--- src/rtl/anbx_pkg.sv ---
// Shared types, constants and NAL header decode for the Annex B sample splitter.
`timescale 1ns / 1ps
package anbx_pkg;

  // Offset counter width and result field width
  localparam int OFFSET_BITS = 32;
  localparam int FIELD_BITS  = 32;
  typedef logic [OFFSET_BITS-1:0] offset_t;
  localparam offset_t OFFSET_MAX = '1;

  // Configuration registers
  localparam int CFG_DATA_BITS = 3;
  typedef logic [1:0] codec_mode_t;
  typedef logic [2:0] sc_len_t;
  typedef logic [0:0] cfg_idx_t;
  localparam cfg_idx_t REG_CODEC_MODE = 1'b0;
  localparam cfg_idx_t REG_SC_LEN     = 1'b1;
  localparam codec_mode_t CODEC_H264     = 2'd0;
  localparam codec_mode_t CODEC_H265     = 2'd1;
  localparam codec_mode_t CODEC_MODE_RST = CODEC_H264;
  localparam sc_len_t     SC_LEN_RST     = 3'd3;

  // Header field masks
  localparam logic [7:0] H264_TYPE_MASK = 8'b0001_1111;
  localparam logic [7:0] H265_TYPE_MASK = 8'b0111_1110;

  // NAL unit types
  localparam logic [4:0] H264_IDR = 5'd5;
  localparam logic [4:0] H264_SPS = 5'd7;
  localparam logic [4:0] H264_PPS = 5'd8;
  localparam logic [5:0] H265_IDR_W_RADL = 6'd19;
  localparam logic [5:0] H265_IDR_N_LP   = 6'd20;
  localparam logic [5:0] H265_CRA        = 6'd21;
  localparam logic [5:0] H265_VPS        = 6'd32;
  localparam logic [5:0] H265_SPS        = 6'd33;
  localparam logic [5:0] H265_PPS        = 6'd34;

  // Start code marker byte
  localparam logic [7:0] SC_MARKER = 8'h01;
  localparam logic [1:0] ZERO_RUN_MAX = 2'd3;

  // Result queue
  localparam int FIFO_DEPTH    = 4;
  localparam int FIFO_PTR_BITS = $clog2(FIFO_DEPTH);
  localparam int FIFO_CNT_BITS = $clog2(FIFO_DEPTH + 1);

  typedef struct packed {
    logic [FIELD_BITS-1:0] sample_start;
    logic [FIELD_BITS-1:0] sample_end;
    logic                  is_config;
    logic                  is_key;
    logic [31:0]           sample_index;
    logic                  last_result;
  } sample_t;

  // Up to two samples leave the parser per transfer
  typedef struct packed {
    logic [1:0] count;
    sample_t    first;
    sample_t    second;
  } push_t;

  typedef struct packed {
    logic csd;
    logic key;
  } nal_class_t;

  // Classify a NAL header byte as parameter set and/or key picture
  function automatic nal_class_t classify(codec_mode_t mode, logic [7:0] hdr);
    logic [4:0] t264;
    logic [5:0] t265;
    nal_class_t c;
    t264 = 5'(hdr & H264_TYPE_MASK);
    t265 = 6'((hdr & H265_TYPE_MASK) >> 1);
    c    = '0;
    unique case (mode)
      CODEC_H264: begin
        c.csd = (t264 == H264_SPS) || (t264 == H264_PPS);
        c.key = (t264 == H264_IDR);
      end
      CODEC_H265: begin
        c.csd = (t265 == H265_VPS) || (t265 == H265_SPS) || (t265 == H265_PPS);
        c.key = (t265 == H265_IDR_W_RADL) || (t265 == H265_IDR_N_LP) ||
                (t265 == H265_CRA);
      end
      default: c = '0;
    endcase
    return c;
  endfunction

  // Offset to result field width
  function automatic logic [FIELD_BITS-1:0] to_field(offset_t o);
    return FIELD_BITS'(o);
  endfunction

endpackage

--- src/rtl/anbx_if.sv ---
// Stream interfaces: byte input channel and sample result channel.
`timescale 1ns / 1ps
interface anbx_byte_if;
  logic       valid;
  logic       ready;
  logic [7:0] byte_value;
  logic       last_byte;

  modport source (output valid, output byte_value, output last_byte, input ready);
  modport sink   (input valid, input byte_value, input last_byte, output ready);
endinterface

interface anbx_sample_if;
  logic        valid;
  logic        ready;
  logic [31:0] sample_start;
  logic [31:0] sample_end;
  logic        is_config;
  logic        is_key;
  logic [31:0] sample_index;
  logic        last_result;

  modport source (output valid, output sample_start, output sample_end, output is_config,
                  output is_key, output sample_index, output last_result, input ready);
  modport sink   (input valid, input sample_start, input sample_end, input is_config,
                  input is_key, input sample_index, input last_result, output ready);
endinterface

--- src/rtl/annexb_nal_sample_splitter.sv ---
// Top level: Annex B byte stream in, NAL samples with offsets and flags out.
//
//  channel     dir  payload                                          transfer when
//  byte_i      in   byte_value[7:0], last_byte                       valid & ready
//  sample_o    out  sample_start, sample_end, is_config, is_key,     valid & ready
//                   sample_index, last_result
//  cfg_*       in   cfg_idx_i, cfg_data_i[2:0]                       cfg_we_i
//
// One byte per cycle while the result queue has room; a result is offered once its
// byte has passed the input register and been written to the four-entry result queue.
// A header on the final byte yields two samples in one cycle; the queue absorbs them
// and input stalls only when fewer than two queue entries are free.
// Reset clears all stream state; codec_mode resets to H.264, the start code length to 3.
// A stalled sample output holds its result; input keeps flowing until three results wait.
`timescale 1ns / 1ps
module annexb_nal_sample_splitter (
  input  logic                clk_i,
  input  logic                rst_ni,
  input  logic                cfg_we_i,
  input  anbx_pkg::cfg_idx_t  cfg_idx_i,
  input  logic [anbx_pkg::CFG_DATA_BITS-1:0] cfg_data_i,
  anbx_byte_if.sink           byte_i,
  anbx_sample_if.source       sample_o
);
  import anbx_pkg::*;

  push_t   push;
  logic    space_ok;
  sample_t head;

  // Parser with input register
  anbx_parser u_parser (
    .clk_i        (clk_i),
    .rst_ni       (rst_ni),
    .cfg_we_i     (cfg_we_i),
    .cfg_idx_i    (cfg_idx_i),
    .cfg_data_i   (cfg_data_i),
    .in_valid_i   (byte_i.valid),
    .in_ready_o   (byte_i.ready),
    .byte_value_i (byte_i.byte_value),
    .last_byte_i  (byte_i.last_byte),
    .space_ok_i   (space_ok),
    .push_o       (push)
  );

  // Result queue
  anbx_result_fifo u_fifo (
    .clk_i       (clk_i),
    .rst_ni      (rst_ni),
    .push_i      (push),
    .space_ok_o  (space_ok),
    .out_valid_o (sample_o.valid),
    .out_ready_i (sample_o.ready),
    .out_data_o  (head)
  );

  assign sample_o.sample_start = head.sample_start;
  assign sample_o.sample_end   = head.sample_end;
  assign sample_o.is_config    = head.is_config;
  assign sample_o.is_key       = head.is_key;
  assign sample_o.sample_index = head.sample_index;
  assign sample_o.last_result  = head.last_result;

endmodule

--- src/rtl/anbx_parser.sv ---
// Input register, start code detection, NAL grouping and sample emission.
`timescale 1ns / 1ps
module anbx_parser (
  input  logic                  clk_i,
  input  logic                  rst_ni,
  input  logic                  cfg_we_i,
  input  anbx_pkg::cfg_idx_t    cfg_idx_i,
  input  logic [anbx_pkg::CFG_DATA_BITS-1:0] cfg_data_i,
  input  logic                  in_valid_i,
  output logic                  in_ready_o,
  input  logic [7:0]            byte_value_i,
  input  logic                  last_byte_i,
  input  logic                  space_ok_i,
  output anbx_pkg::push_t       push_o
);
  import anbx_pkg::*;

  // Configuration registers
  codec_mode_t codec_mode_q;
  sc_len_t     sc_len_q;

  always_ff @(posedge clk_i or negedge rst_ni) begin
    if (!rst_ni) begin
      codec_mode_q <= CODEC_MODE_RST;
      sc_len_q     <= SC_LEN_RST;
    end else if (cfg_we_i) begin
      unique case (cfg_idx_i)
        REG_CODEC_MODE: codec_mode_q <= codec_mode_t'(cfg_data_i);
        REG_SC_LEN:     sc_len_q     <= cfg_data_i;
        default:        ;
      endcase
    end
  end

  // Input register
  logic       in_valid_q;
  logic [7:0] byte_q;
  logic       last_q;
  logic       fire;

  assign fire       = in_valid_q && space_ok_i;
  assign in_ready_o = !in_valid_q || fire;

  always_ff @(posedge clk_i or negedge rst_ni) begin
    if (!rst_ni) begin
      in_valid_q <= 1'b0;
    end else if (in_ready_o) begin
      in_valid_q <= in_valid_i;
    end
  end

  always_ff @(posedge clk_i) begin
    if (in_valid_i && in_ready_o) begin
      byte_q <= byte_value_i;
      last_q <= last_byte_i;
    end
  end

  // Stream state
  offset_t     byte_offset_q, byte_offset_d;
  logic [1:0]  zero_run_q, zero_run_d;
  logic        header_next_q, header_next_d;
  offset_t     code_pos_q, code_pos_d;
  logic        pend_valid_q, pend_valid_d;
  offset_t     pend_start_q, pend_start_d;
  logic        pend_config_q, pend_config_d;
  logic        pend_key_q, pend_key_d;
  logic [31:0] count_q, count_d;

  logic       [1:0] need;
  nal_class_t       cls;
  logic             replace;
  logic             emit_open;
  logic             detect;
  offset_t          stream_len;
  sample_t          open_res;
  sample_t          final_res;
  logic             emit_final;

  always_comb begin
    need = sc_len_q[2] ? 2'd3 : 2'd2;
    cls  = classify(codec_mode_q, byte_q);

    // A header byte opens a new sample unless it extends a config run
    replace   = header_next_q && !(pend_valid_q && pend_config_q && cls.csd);
    emit_open = replace && pend_valid_q;

    open_res.sample_start = to_field(pend_start_q);
    open_res.sample_end   = to_field(code_pos_q);
    open_res.is_config    = pend_config_q;
    open_res.is_key       = pend_key_q;
    open_res.sample_index = count_q;
    open_res.last_result  = 1'b0;

    pend_valid_d  = pend_valid_q || header_next_q;
    pend_start_d  = replace ? code_pos_q : pend_start_q;
    pend_config_d = replace ? cls.csd : pend_config_q;
    pend_key_d    = replace ? (!cls.csd && cls.key) : pend_key_q;
    count_d       = count_q + 32'(emit_open);

    // Start code detection on the marker byte
    detect = (byte_q == SC_MARKER) && (zero_run_q >= need) &&
             (byte_offset_q >= OFFSET_BITS'(need));
    header_next_d = detect;
    code_pos_d    = detect ? (byte_offset_q - OFFSET_BITS'(need)) : code_pos_q;

    if (byte_q == 8'h00) begin
      zero_run_d = (zero_run_q == ZERO_RUN_MAX) ? zero_run_q : zero_run_q + 2'd1;
    end else begin
      zero_run_d = 2'd0;
    end

    // End of stream closes the open sample
    stream_len = (byte_offset_q == OFFSET_MAX) ? OFFSET_MAX : byte_offset_q + 1'b1;
    emit_final = last_q && pend_valid_d;

    final_res.sample_start = to_field(pend_start_d);
    final_res.sample_end   = to_field(stream_len);
    final_res.is_config    = pend_config_d;
    final_res.is_key       = pend_key_d;
    final_res.sample_index = count_d;
    final_res.last_result  = 1'b1;

    byte_offset_d = (byte_offset_q == OFFSET_MAX) ? byte_offset_q : byte_offset_q + 1'b1;

    // Pack results in order for the queue
    push_o = '0;
    if (fire) begin
      push_o.count = 2'(emit_open) + 2'(emit_final);
      if (emit_open) begin
        push_o.first  = open_res;
        push_o.second = final_res;
      end else begin
        push_o.first  = final_res;
        push_o.second = final_res;
      end
    end
  end

  always_ff @(posedge clk_i or negedge rst_ni) begin
    if (!rst_ni) begin
      byte_offset_q <= '0;
      zero_run_q    <= '0;
      header_next_q <= 1'b0;
      code_pos_q    <= '0;
      pend_valid_q  <= 1'b0;
      pend_start_q  <= '0;
      pend_config_q <= 1'b0;
      pend_key_q    <= 1'b0;
      count_q       <= '0;
    end else if (fire) begin
      if (last_q) begin
        // New stream begins after the last byte
        byte_offset_q <= '0;
        zero_run_q    <= '0;
        header_next_q <= 1'b0;
        code_pos_q    <= '0;
        pend_valid_q  <= 1'b0;
        pend_start_q  <= '0;
        pend_config_q <= 1'b0;
        pend_key_q    <= 1'b0;
        count_q       <= '0;
      end else begin
        byte_offset_q <= byte_offset_d;
        zero_run_q    <= zero_run_d;
        header_next_q <= header_next_d;
        code_pos_q    <= code_pos_d;
        pend_valid_q  <= pend_valid_d;
        pend_start_q  <= pend_start_d;
        pend_config_q <= pend_config_d;
        pend_key_q    <= pend_key_d;
        count_q       <= count_d;
      end
    end
  end

`ifndef SYNTHESIS
  // Two results only come from a header on the final byte
  a_two_results_final: assert property (@(posedge clk_i) disable iff (!rst_ni)
    (push_o.count == 2'd2) |-> (push_o.second.last_result && !push_o.first.last_result &&
                                last_q && header_next_q))
    else $error("second result without header on final byte");

  a_index_follows: assert property (@(posedge clk_i) disable iff (!rst_ni)
    (push_o.count == 2'd2) |->
      (push_o.second.sample_index == push_o.first.sample_index + 32'd1))
    else $error("sample indexes of paired results not consecutive");

  a_state_cleared: assert property (@(posedge clk_i) disable iff (!rst_ni)
    (fire && last_q) |=> (!pend_valid_q && !header_next_q && byte_offset_q == '0))
    else $error("stream state not cleared after final byte");
`endif

endmodule

--- src/rtl/anbx_result_fifo.sv ---
// Small result queue taking up to two samples per cycle and releasing one.
`timescale 1ns / 1ps
module anbx_result_fifo (
  input  logic              clk_i,
  input  logic              rst_ni,
  input  anbx_pkg::push_t   push_i,
  output logic              space_ok_o,
  output logic              out_valid_o,
  input  logic              out_ready_i,
  output anbx_pkg::sample_t out_data_o
);
  import anbx_pkg::*;

  sample_t                  mem_q [FIFO_DEPTH];
  logic [FIFO_PTR_BITS-1:0] rd_ptr_q, wr_ptr_q, wr_ptr_p1;
  logic [FIFO_CNT_BITS-1:0] count_q;
  logic                     pop;

  assign wr_ptr_p1   = wr_ptr_q + 1'b1;
  assign out_valid_o = (count_q != '0);
  assign out_data_o  = mem_q[rd_ptr_q];
  assign pop         = out_valid_o && out_ready_i;
  // Room for a worst-case pair after this cycle
  assign space_ok_o  = (count_q <= FIFO_CNT_BITS'(FIFO_DEPTH - 2));

  // Storage writes
  always_ff @(posedge clk_i) begin
    if (push_i.count != 2'd0) begin
      mem_q[wr_ptr_q] <= push_i.first;
    end
    if (push_i.count == 2'd2) begin
      mem_q[wr_ptr_p1] <= push_i.second;
    end
  end

  // Pointers and fill count
  always_ff @(posedge clk_i or negedge rst_ni) begin
    if (!rst_ni) begin
      rd_ptr_q <= '0;
      wr_ptr_q <= '0;
      count_q  <= '0;
    end else begin
      wr_ptr_q <= wr_ptr_q + FIFO_PTR_BITS'(push_i.count);
      if (pop) begin
        rd_ptr_q <= rd_ptr_q + 1'b1;
      end
      count_q <= count_q + FIFO_CNT_BITS'(push_i.count) - FIFO_CNT_BITS'(pop);
    end
  end

`ifndef SYNTHESIS
  a_no_overflow: assert property (@(posedge clk_i) disable iff (!rst_ni)
    count_q <= FIFO_CNT_BITS'(FIFO_DEPTH))
    else $error("result queue overflow");

  a_count_tracks: assert property (@(posedge clk_i) disable iff (!rst_ni)
    (push_i.count != 2'd0 && !pop) |=>
      (count_q == $past(count_q) + FIFO_CNT_BITS'($past(push_i.count))))
    else $error("fill count does not follow pushes");

  // A push always finds enough free entries
  a_push_fits: assert property (@(posedge clk_i) disable iff (!rst_ni)
    (push_i.count != 2'd0) |->
      (count_q <= FIFO_CNT_BITS'(FIFO_DEPTH) - FIFO_CNT_BITS'(push_i.count)))
    else $error("push without room in result queue");
`endif

endmodule
--- src/flat_wrapper.sv ---
// flat-port wrapper written by rule: the top's interface ports become plain ports
module annexb_nal_sample_splitter_flat import anbx_pkg::*;
  (clk_i, rst_ni, cfg_we_i, cfg_idx_i, cfg_data_i, byte_i_valid, byte_i_byte_value, byte_i_last_byte, byte_i_ready, sample_o_valid, sample_o_sample_start, sample_o_sample_end, sample_o_is_config, sample_o_is_key, sample_o_sample_index, sample_o_last_result, sample_o_ready);
  anbx_byte_if byte_i_i ();
  anbx_sample_if sample_o_i ();
  input  logic clk_i;
  input  logic rst_ni;
  input  logic cfg_we_i;
  input  anbx_pkg::cfg_idx_t cfg_idx_i;
  input  logic [anbx_pkg::CFG_DATA_BITS-1:0] cfg_data_i;
  input wire logic [$bits(byte_i_i.valid)-1:0] byte_i_valid;
  input wire logic [$bits(byte_i_i.byte_value)-1:0] byte_i_byte_value;
  input wire logic [$bits(byte_i_i.last_byte)-1:0] byte_i_last_byte;
  output wire logic [$bits(byte_i_i.ready)-1:0] byte_i_ready;
  output wire logic [$bits(sample_o_i.valid)-1:0] sample_o_valid;
  output wire logic [$bits(sample_o_i.sample_start)-1:0] sample_o_sample_start;
  output wire logic [$bits(sample_o_i.sample_end)-1:0] sample_o_sample_end;
  output wire logic [$bits(sample_o_i.is_config)-1:0] sample_o_is_config;
  output wire logic [$bits(sample_o_i.is_key)-1:0] sample_o_is_key;
  output wire logic [$bits(sample_o_i.sample_index)-1:0] sample_o_sample_index;
  output wire logic [$bits(sample_o_i.last_result)-1:0] sample_o_last_result;
  input wire logic [$bits(sample_o_i.ready)-1:0] sample_o_ready;
  assign byte_i_i.valid = byte_i_valid;
  assign byte_i_i.byte_value = byte_i_byte_value;
  assign byte_i_i.last_byte = byte_i_last_byte;
  assign byte_i_ready = byte_i_i.ready;
  assign sample_o_valid = sample_o_i.valid;
  assign sample_o_sample_start = sample_o_i.sample_start;
  assign sample_o_sample_end = sample_o_i.sample_end;
  assign sample_o_is_config = sample_o_i.is_config;
  assign sample_o_is_key = sample_o_i.is_key;
  assign sample_o_sample_index = sample_o_i.sample_index;
  assign sample_o_last_result = sample_o_i.last_result;
  assign sample_o_i.ready = sample_o_ready;
  annexb_nal_sample_splitter u_core (.clk_i(clk_i), .rst_ni(rst_ni), .cfg_we_i(cfg_we_i), .cfg_idx_i(cfg_idx_i), .cfg_data_i(cfg_data_i), .byte_i(byte_i_i), .sample_o(sample_o_i));
endmodule
--- config.mk ---
export PLATFORM = sky130hd
export DESIGN_NAME = annexb_nal_sample_splitter_flat
export DESIGN_NICKNAME = d
export VERILOG_FILES = /design/src/rtl/anbx_pkg.sv /design/src/rtl/anbx_if.sv /design/src/rtl/annexb_nal_sample_splitter.sv /design/src/rtl/anbx_parser.sv /design/src/rtl/anbx_result_fifo.sv /design/src/flat_wrapper.sv
export SDC_FILE = /design/constraint.sdc
export NUM_CORES = 1
export LEC_CHECK = 0
export BUFFER_PORTS_ARGS = -buffer_cell sky130_fd_sc_hd__buf_2
export CAP_MARGIN = 0
export CORE_ASPECT_RATIO = 1.1
export CORE_MARGIN = 2
export CORE_UTILIZATION = 60
export CTS_BUF_LIST = sky130_fd_sc_hd__clkbuf_4
export DETAILED_ROUTE_END_ITERATION = 7
export PLACE_DENSITY_LB_ADDON = 0.2
export SETUP_SLACK_MARGIN = 0.1
export SLEW_MARGIN = 20
export SYNTH_ARGS = -nofsm -noshare
export SYNTH_HDL_FRONTEND = slang
export SYNTH_SLANG_ARGS = --single-unit
--- constraint.sdc ---
create_clock -name clk_i -period 14.9 [get_ports clk_i]
set_clock_uncertainty 0.2 [all_clocks]
set_input_delay 0.745 -clock clk_i [delete_from_list [all_inputs] [get_ports clk_i]]
set_output_delay 0.745 -clock clk_i [all_outputs]
set_load 0.05 [all_outputs]
======== After elaboration in Yosys (flattened, before gate mapping) ========
Memory sizes are Yosys's and may differ from the RTL's.
Cells that the tools add are included.
operators by class
  add/subtract/negate cells ............... 10
  order comparisons ....................... 3
  equal/unequal tests ..................... 16
  multiplexer cells ....................... 25
  bitwise logic cells ..................... 1
  reductions and logical operators ........ 31
operator list
  cell                                                                    number
  32-bit 2-to-1 mux                                                       8
  200-bit 2-to-1 mux                                                      1
  198-bit 2-to-1 mux                                                      1
  32-bit by 1-bit adder with 32-bit output                                1
  32-bit by 1-bit adder with 32-bit output (second input constant)        1
  32-bit equality test (second input constant)                            1
  32-bit by 2-bit >= comparator with 1-bit output                         1
  32-bit by 2-bit subtractor with 32-bit output                           1
  6-bit by 5-bit equality test with 1-bit output (second input constant)  3
  6-bit equality test (second input constant)                             3
  1-bit logical AND                                                       11
  1-bit 2-to-1 mux                                                        11
  5-bit by 3-bit equality test with 1-bit output (second input constant)  2
  2-bit AND reduction                                                     5
  8-bit by 1-bit equality test with 1-bit output (second input constant)  1
  8-bit logical NOT                                                       1
  1-bit logical OR                                                        7
  2-bit by 1-bit adder with 2-bit output (second input constant)          3
  2-bit 2-to-1 mux                                                        3
  5-bit by 4-bit equality test with 1-bit output (second input constant)  1
  2-bit equality test (second input constant)                             2
  2-bit case mux with 2 select lines                                      1
  2-bit nonzero test                                                      2
  3-bit by 2-bit adder with 3-bit output                                  1
  12 further kinds                                                        14
storage, ports and cells
  flip-flop bits (word level) ............. 156
  memory bits (writable) .................. 396
  input port bits ......................... 18
  output and inout bits ................... 101
  word-level logic and storage cells ...... 104
  memories ................................ 1
memory list
  name                 depth  width  read ports  clocked after Yosys merged registers in  write ports  RTL line                text
  u_core.u_fifo.mem_q  4      99     1           0                                        2            anbx_result_fifo.sv:14  sample_t mem_q [FIFO_DEPTH];

======== Longest topological paths before layout ========
  depth after elaboration ................. 14
  mapped depth ............................ 16
  mapped depth without buffers ............ 12

======== Hierarchy ========
From an unflattened synthesis, not the netlist that was laid out.
unflattened totals
  cells, all modules ...................... 2,430
  area, all modules ....................... 30,479.2 µm²
by module, submodules not included
  module            instances  cells an instance  area each (µm²)  seq. area each (µm²)
  anbx_result_fifo  1          998                19,513.7         12,066.6
  anbx_parser       1          1,432              10,965.5         3,723.6

======== Worst setup path after synthesis ========
No wires, ideal clock.
  path type ............................... register -> register
  start ................................... register u_core.u_parser.byte_q[1]
  end ..................................... memory u_core.u_fifo.mem_q[1][0] (netlist bit), enable pin
  setup time .............................. 0.704 ns
  arrival time ............................ 9.422 ns
  data required time ...................... 13.996 ns
  setup slack ............................. 4.574 ns
  cell stages (with the launch flop) ...... 11
  buffers on the path ..................... 3
  clock period less this slack ............ 10.326 ns
  path through ............................ edfxtp_1 nor4b_1 nor3_1 o31ai_4 buf_2 buf_4 buf_2 nor2_1 ha_1 nand2_1 a211oi_1
RTL lines
  item                    RTL line                text
  from (decl)             anbx_parser.sv:37       logic [7:0] byte_q;
  from (signal assigned)  anbx_parser.sv:54       byte_q <= byte_value_i;
  to (decl)               anbx_result_fifo.sv:14

==> flow_summary_export.csv <==
group,metric,value,unit
detailed_routing,viasPerCell,6.22,
synthesis,synth.distinct_cells,73,
setup_path,critPathCaptureType,"register",
detailed_routing,wl_per_cell,21.5,um
setup_path,startpoint,"u_core.u_parser.byte_q[1]",
placed_design,dpl.hpwl,44400,um
clock_network,cts_tree,"built",
timing,fin_crit,5.69,ns
run_status,outcome,"finished, final reports clean",
grt,grt_pass1_wl,116000,um
timing,tightestPinTransition,1.09,ns
synthesis,synth_area,0.0288,mm2
timing,tns,0,ns
die,fp.dieArea,0.0497,mm2
timing,fin_crit_sh,0.382,
grt,grt_pass1_vias,21400,
die,die_x,213,um
setup_path,crit_arrival,6.30,ns
clock_network,cts_made_buffers,144,
setup_path,r2r-end,"u_core.u_fifo.mem_q[1][73]",
synthesis,syn_nets,2655,
synthesis,synth-edff-count,405,
setup_path,slowest_stage,"nor2b_2",
synthesis,synth_cells,2623,
placed_design,place_area,0.0295,mm2
finish,nets,2729,
clock_network,cts-root-buf,"clkbuf_4",
setup_path,worstSetupPathType,"reg -> reg",
clock_network,clockBufferDepth,3,
clock_network,clkTransAtPathRegs,0.07,ns
detailed_routing,drc,0,
clock_network,cts_resized,0,
synthesis,syn_area_per_cell,11.0,um2
detailed_routing,drt_wl_total,74300,um
power,leakage,0.0101,uW
placed_design,gp_congestion,0.882,
setup_path,cp_cell_sequence,"nor4b_1 -> nor3_1 -> o31ai_4 -> buf_4 -> nor2_1 -> ha_1 -> nand2b_1 -> nor3_1 -> a21o_1 -> nor2b_2 -> buf_4 -> nand2_1 -> a21oi_1",
setup_path,reg2regPathDepth,13,
detailed_routing,antenna_left,0,
detailed_routing,drt-pass1-iter-count,6,
die,rows,84,
synthesis,ys_seq_area_frac,0.549,
power,power_density,129,mW/mm2
timing,rsz0062_at_grt,"false",
timing,fmax,0.176,GHz
grt,grt_max_degree,107,
setup_path,cp-start-kind,"register",
flow_run,cap_violations,0,
synthesis,ys_seq_elements,550,
timing,relSlewSlack,0.264,
setup_path,critPathMaxStageDelay,0.80,ns
setup_path,crit_required,15.51,ns
setup_path,cp-endpoint,"u_core.u_fifo.mem_q[1][73]",
finish,syn_to_final_growth,10.3,%
grt,grt_usage,0.307,
finish,fin_area,0.0317,mm2
finish,layout-drive-gt1-share,0.205,
grt,grt_antenna_before_repair,1,
synthesis,synth_flop_cell,"edfxtp_1",
timing,setup_viol,0,
setup_path,path_max_fanout,89,
clock_network,clock_sinks,550,
clock_network,clk-insertion-delay-late,1.02,ns
timing,drv_slew,0,
hold_path,hold_class,"in -> async",
power,ir_drop,0.000106,V
power,fin_total_pwr,4080,uW
clock_network,cts_htree_levels,4,
grt,grt.overflow.total,0,
synthesis,async_reset_ff_frac,0.264,
synthesis,yosysWarningCount,0,
die,ios,119,
detailed_routing,dr.first_iter.drc_count,2334,
die,core_area,0.0476,mm2
setup_path,worstReg2RegStart,"u_core.u_parser.byte_q[1]",
placed_design,portBuffers,118,
clock_network,post_cts_buffers,0,
die,start_util,0.604,
setup_path,reg2reg_slack,9.21,ns
die,die_h,234,um
detailed_routing,dr_total_vias,21600,
timing,hold_viol,0,
## state kept, by name, indices dropped and copies added, names as in the netlist, 2 cells and up
name,cells
u_core.u_fifo.count_q,3
u_core.u_parser.pend_start_q,32
u_core.u_parser.byte_offset_q,32
u_core.u_parser.codec_mode_q,2
u_core.u_fifo.wr_ptr_q,2
u_core.u_parser.code_pos_q,32
u_core.u_parser.byte_q,8
u_core.u_parser.zero_run_q,2
u_core.u_fifo.mem_q,396
u_core.u_parser.count_q,32
u_core.u_fifo.rd_ptr_q,2
## worst min-delay path by stage
stage,startpoint,endpoint,cells past startpoint,slack [ns]
6_report,rst_ni,u_core.u_parser.pend_start_q[10],2,0.11
5_1_grt,rst_ni,u_core.u_parser.pend_start_q[9],2,0.07
4_1_cts,rst_ni,u_core.u_parser.pend_start_q[11],2,0.02
3_5_place_dp,u_core.u_parser.count_q[31],u_core.u_parser.count_q[31],1,0.29
3_3_place_gp,u_core.u_parser.count_q[0],u_core.u_parser.count_q[0],2,0.29
2_1_floorplan,rst_ni,u_core.u_fifo.count_q[0],0,0.25
## per-stage QoR
stage	instances	worst slack (ns)	hold slack, ns	utilization
after floorplan	2623	4.57	0.249	-
after global placement	3177	9.57	0.292	0.620
after detailed placement	3178	9.33	0.290	0.620
after CTS	3463	9.29	0.0183	0.666
after global routing	3464	8.89	0.0740	0.666
final	3464	9.21	0.112	0.666
## power by group
group	leakage [uW]	switching [uW]	internal (uW)	total, uW
logic	0.00402	640	273	913
clock network	0.00120	645	785	1430
registers	0.00488	83.7	1650	1740
## layer usage
layer  GRT usage  up-vias  wire length, um
met5           0        -                0
met4       0.118        0             1690
met3      0.0793      154             6520
met2       0.505     1083            37100
met1       0.392    10600            29000
li1            -     9768                -
## synthesized netlist by cell type, types with 4 or more instances
cell,instances,share of area
a31oi_1,11,0.0024
buf_4,4,0.0010
a211oi_1,55,0.014
o2bb2ai_2,18,0.0094
and4_1,14,0.0043
and2_1,11,0.0024
buf_1,32,0.0042
nor2_1,248,0.032
or3_1,7,0.0015
dfrtp_1,145,0.13
nand4_1,14,0.0030
a22o_1,38,0.012
o31ai_1,16,0.0042
nand3b_1,4,0.0010
nand3_1,31,0.0054
mux2_2,6,0.0023
inv_1,27,0.0035
mux4_2,99,0.078
a21oi_1,213,0.037
or2_2,9,0.0020
nor3_1,24,0.0042
nor2b_1,10,0.0022
o21ai_0,206,0.036
o2bb2ai_1,14,0.0043
nand2b_1,21,0.0046
xnor2_1,35,0.011
buf_6,5,0.0020
clkbuf_1,153,0.020
a21o_1,6,0.0016
nand2_1,428,0.056
o22ai_1,24,0.0052
buf_2,57,0.0099
o21ai_1,5,0.00087
edfxtp_1,405,0.42
and3_1,12,0.0026
ha_1,13,0.0057
mux2i_1,60,0.021
nor4_1,12,0.0026
xor2_1,87,0.026
## cell usage in the layout, fill, tap and decap left out, types with 16 or more instances in the layout
| cell type | count |
|---|---|
| nor2_1 | 246 |
| a22o_1 | 38 |
| xor2_1 | 87 |
| xnor2_1 | 35 |
| nand3_1 | 31 |
| mux2i_1 | 60 |
| buf_4 | 45 |
| o21ai_0 | 205 |
| nor3_1 | 24 |
| clkbuf_4 | 229 |
| nand2_1 | 427 |
| o31ai_1 | 16 |
| nand2b_1 | 21 |
| dlygate4sd3_1 | 18 |
| o22ai_1 | 24 |
| inv_1 | 27 |
| clkinv_1 | 24 |
| buf_2 | 117 |
| mux4_2 | 99 |
| a21oi_1 | 212 |
| edfxtp_1 | 405 |
| a211oi_1 | 53 |
| dfrtp_1 | 143 |
| o2bb2ai_2 | 18 |
## worst max-delay path, delay by kind of cell (launching register included)
kind	cells	cell delay, ns
adders and majority gates	1	0.37
DFF	1	0.46
and+or+nand+nor	7	2.26
buffers and inverters	2	1.03
AOI/OAI and AO/OA	3	1.14
## cell families after synthesis
logic type | synth area share
compound gates | 0.132
xor+xnor | 0.0371
fa+ha+maj | 0.00635
buf+inv | 0.0412
flops | 0.549
mux | 0.101
simple gates | 0.134
## cell type report
| cell class | instances | area, um2 |
|---|---|---|
| diodes | 1 | 2.50 |
| clock buffers | 229 | 1720 |
| clock inverters | 38 | 283 |
| fillers | 3611 | 15900 |
| inverters | 28 | 105 |
| multi-input cells | 1791 | 11900 |
| flip-flops and latches | 550 | 15800 |
| well taps | 645 | 807 |
| repair buffers | 182 | 1140 |
## repair_timing
item | in CTS | in global routing
hold buffers | 18 | 0
setup endpoints to repair | 0 | 0
hold endpoints to repair | 65 | 0
Note: power is estimated with default switching activity, not from simulation.
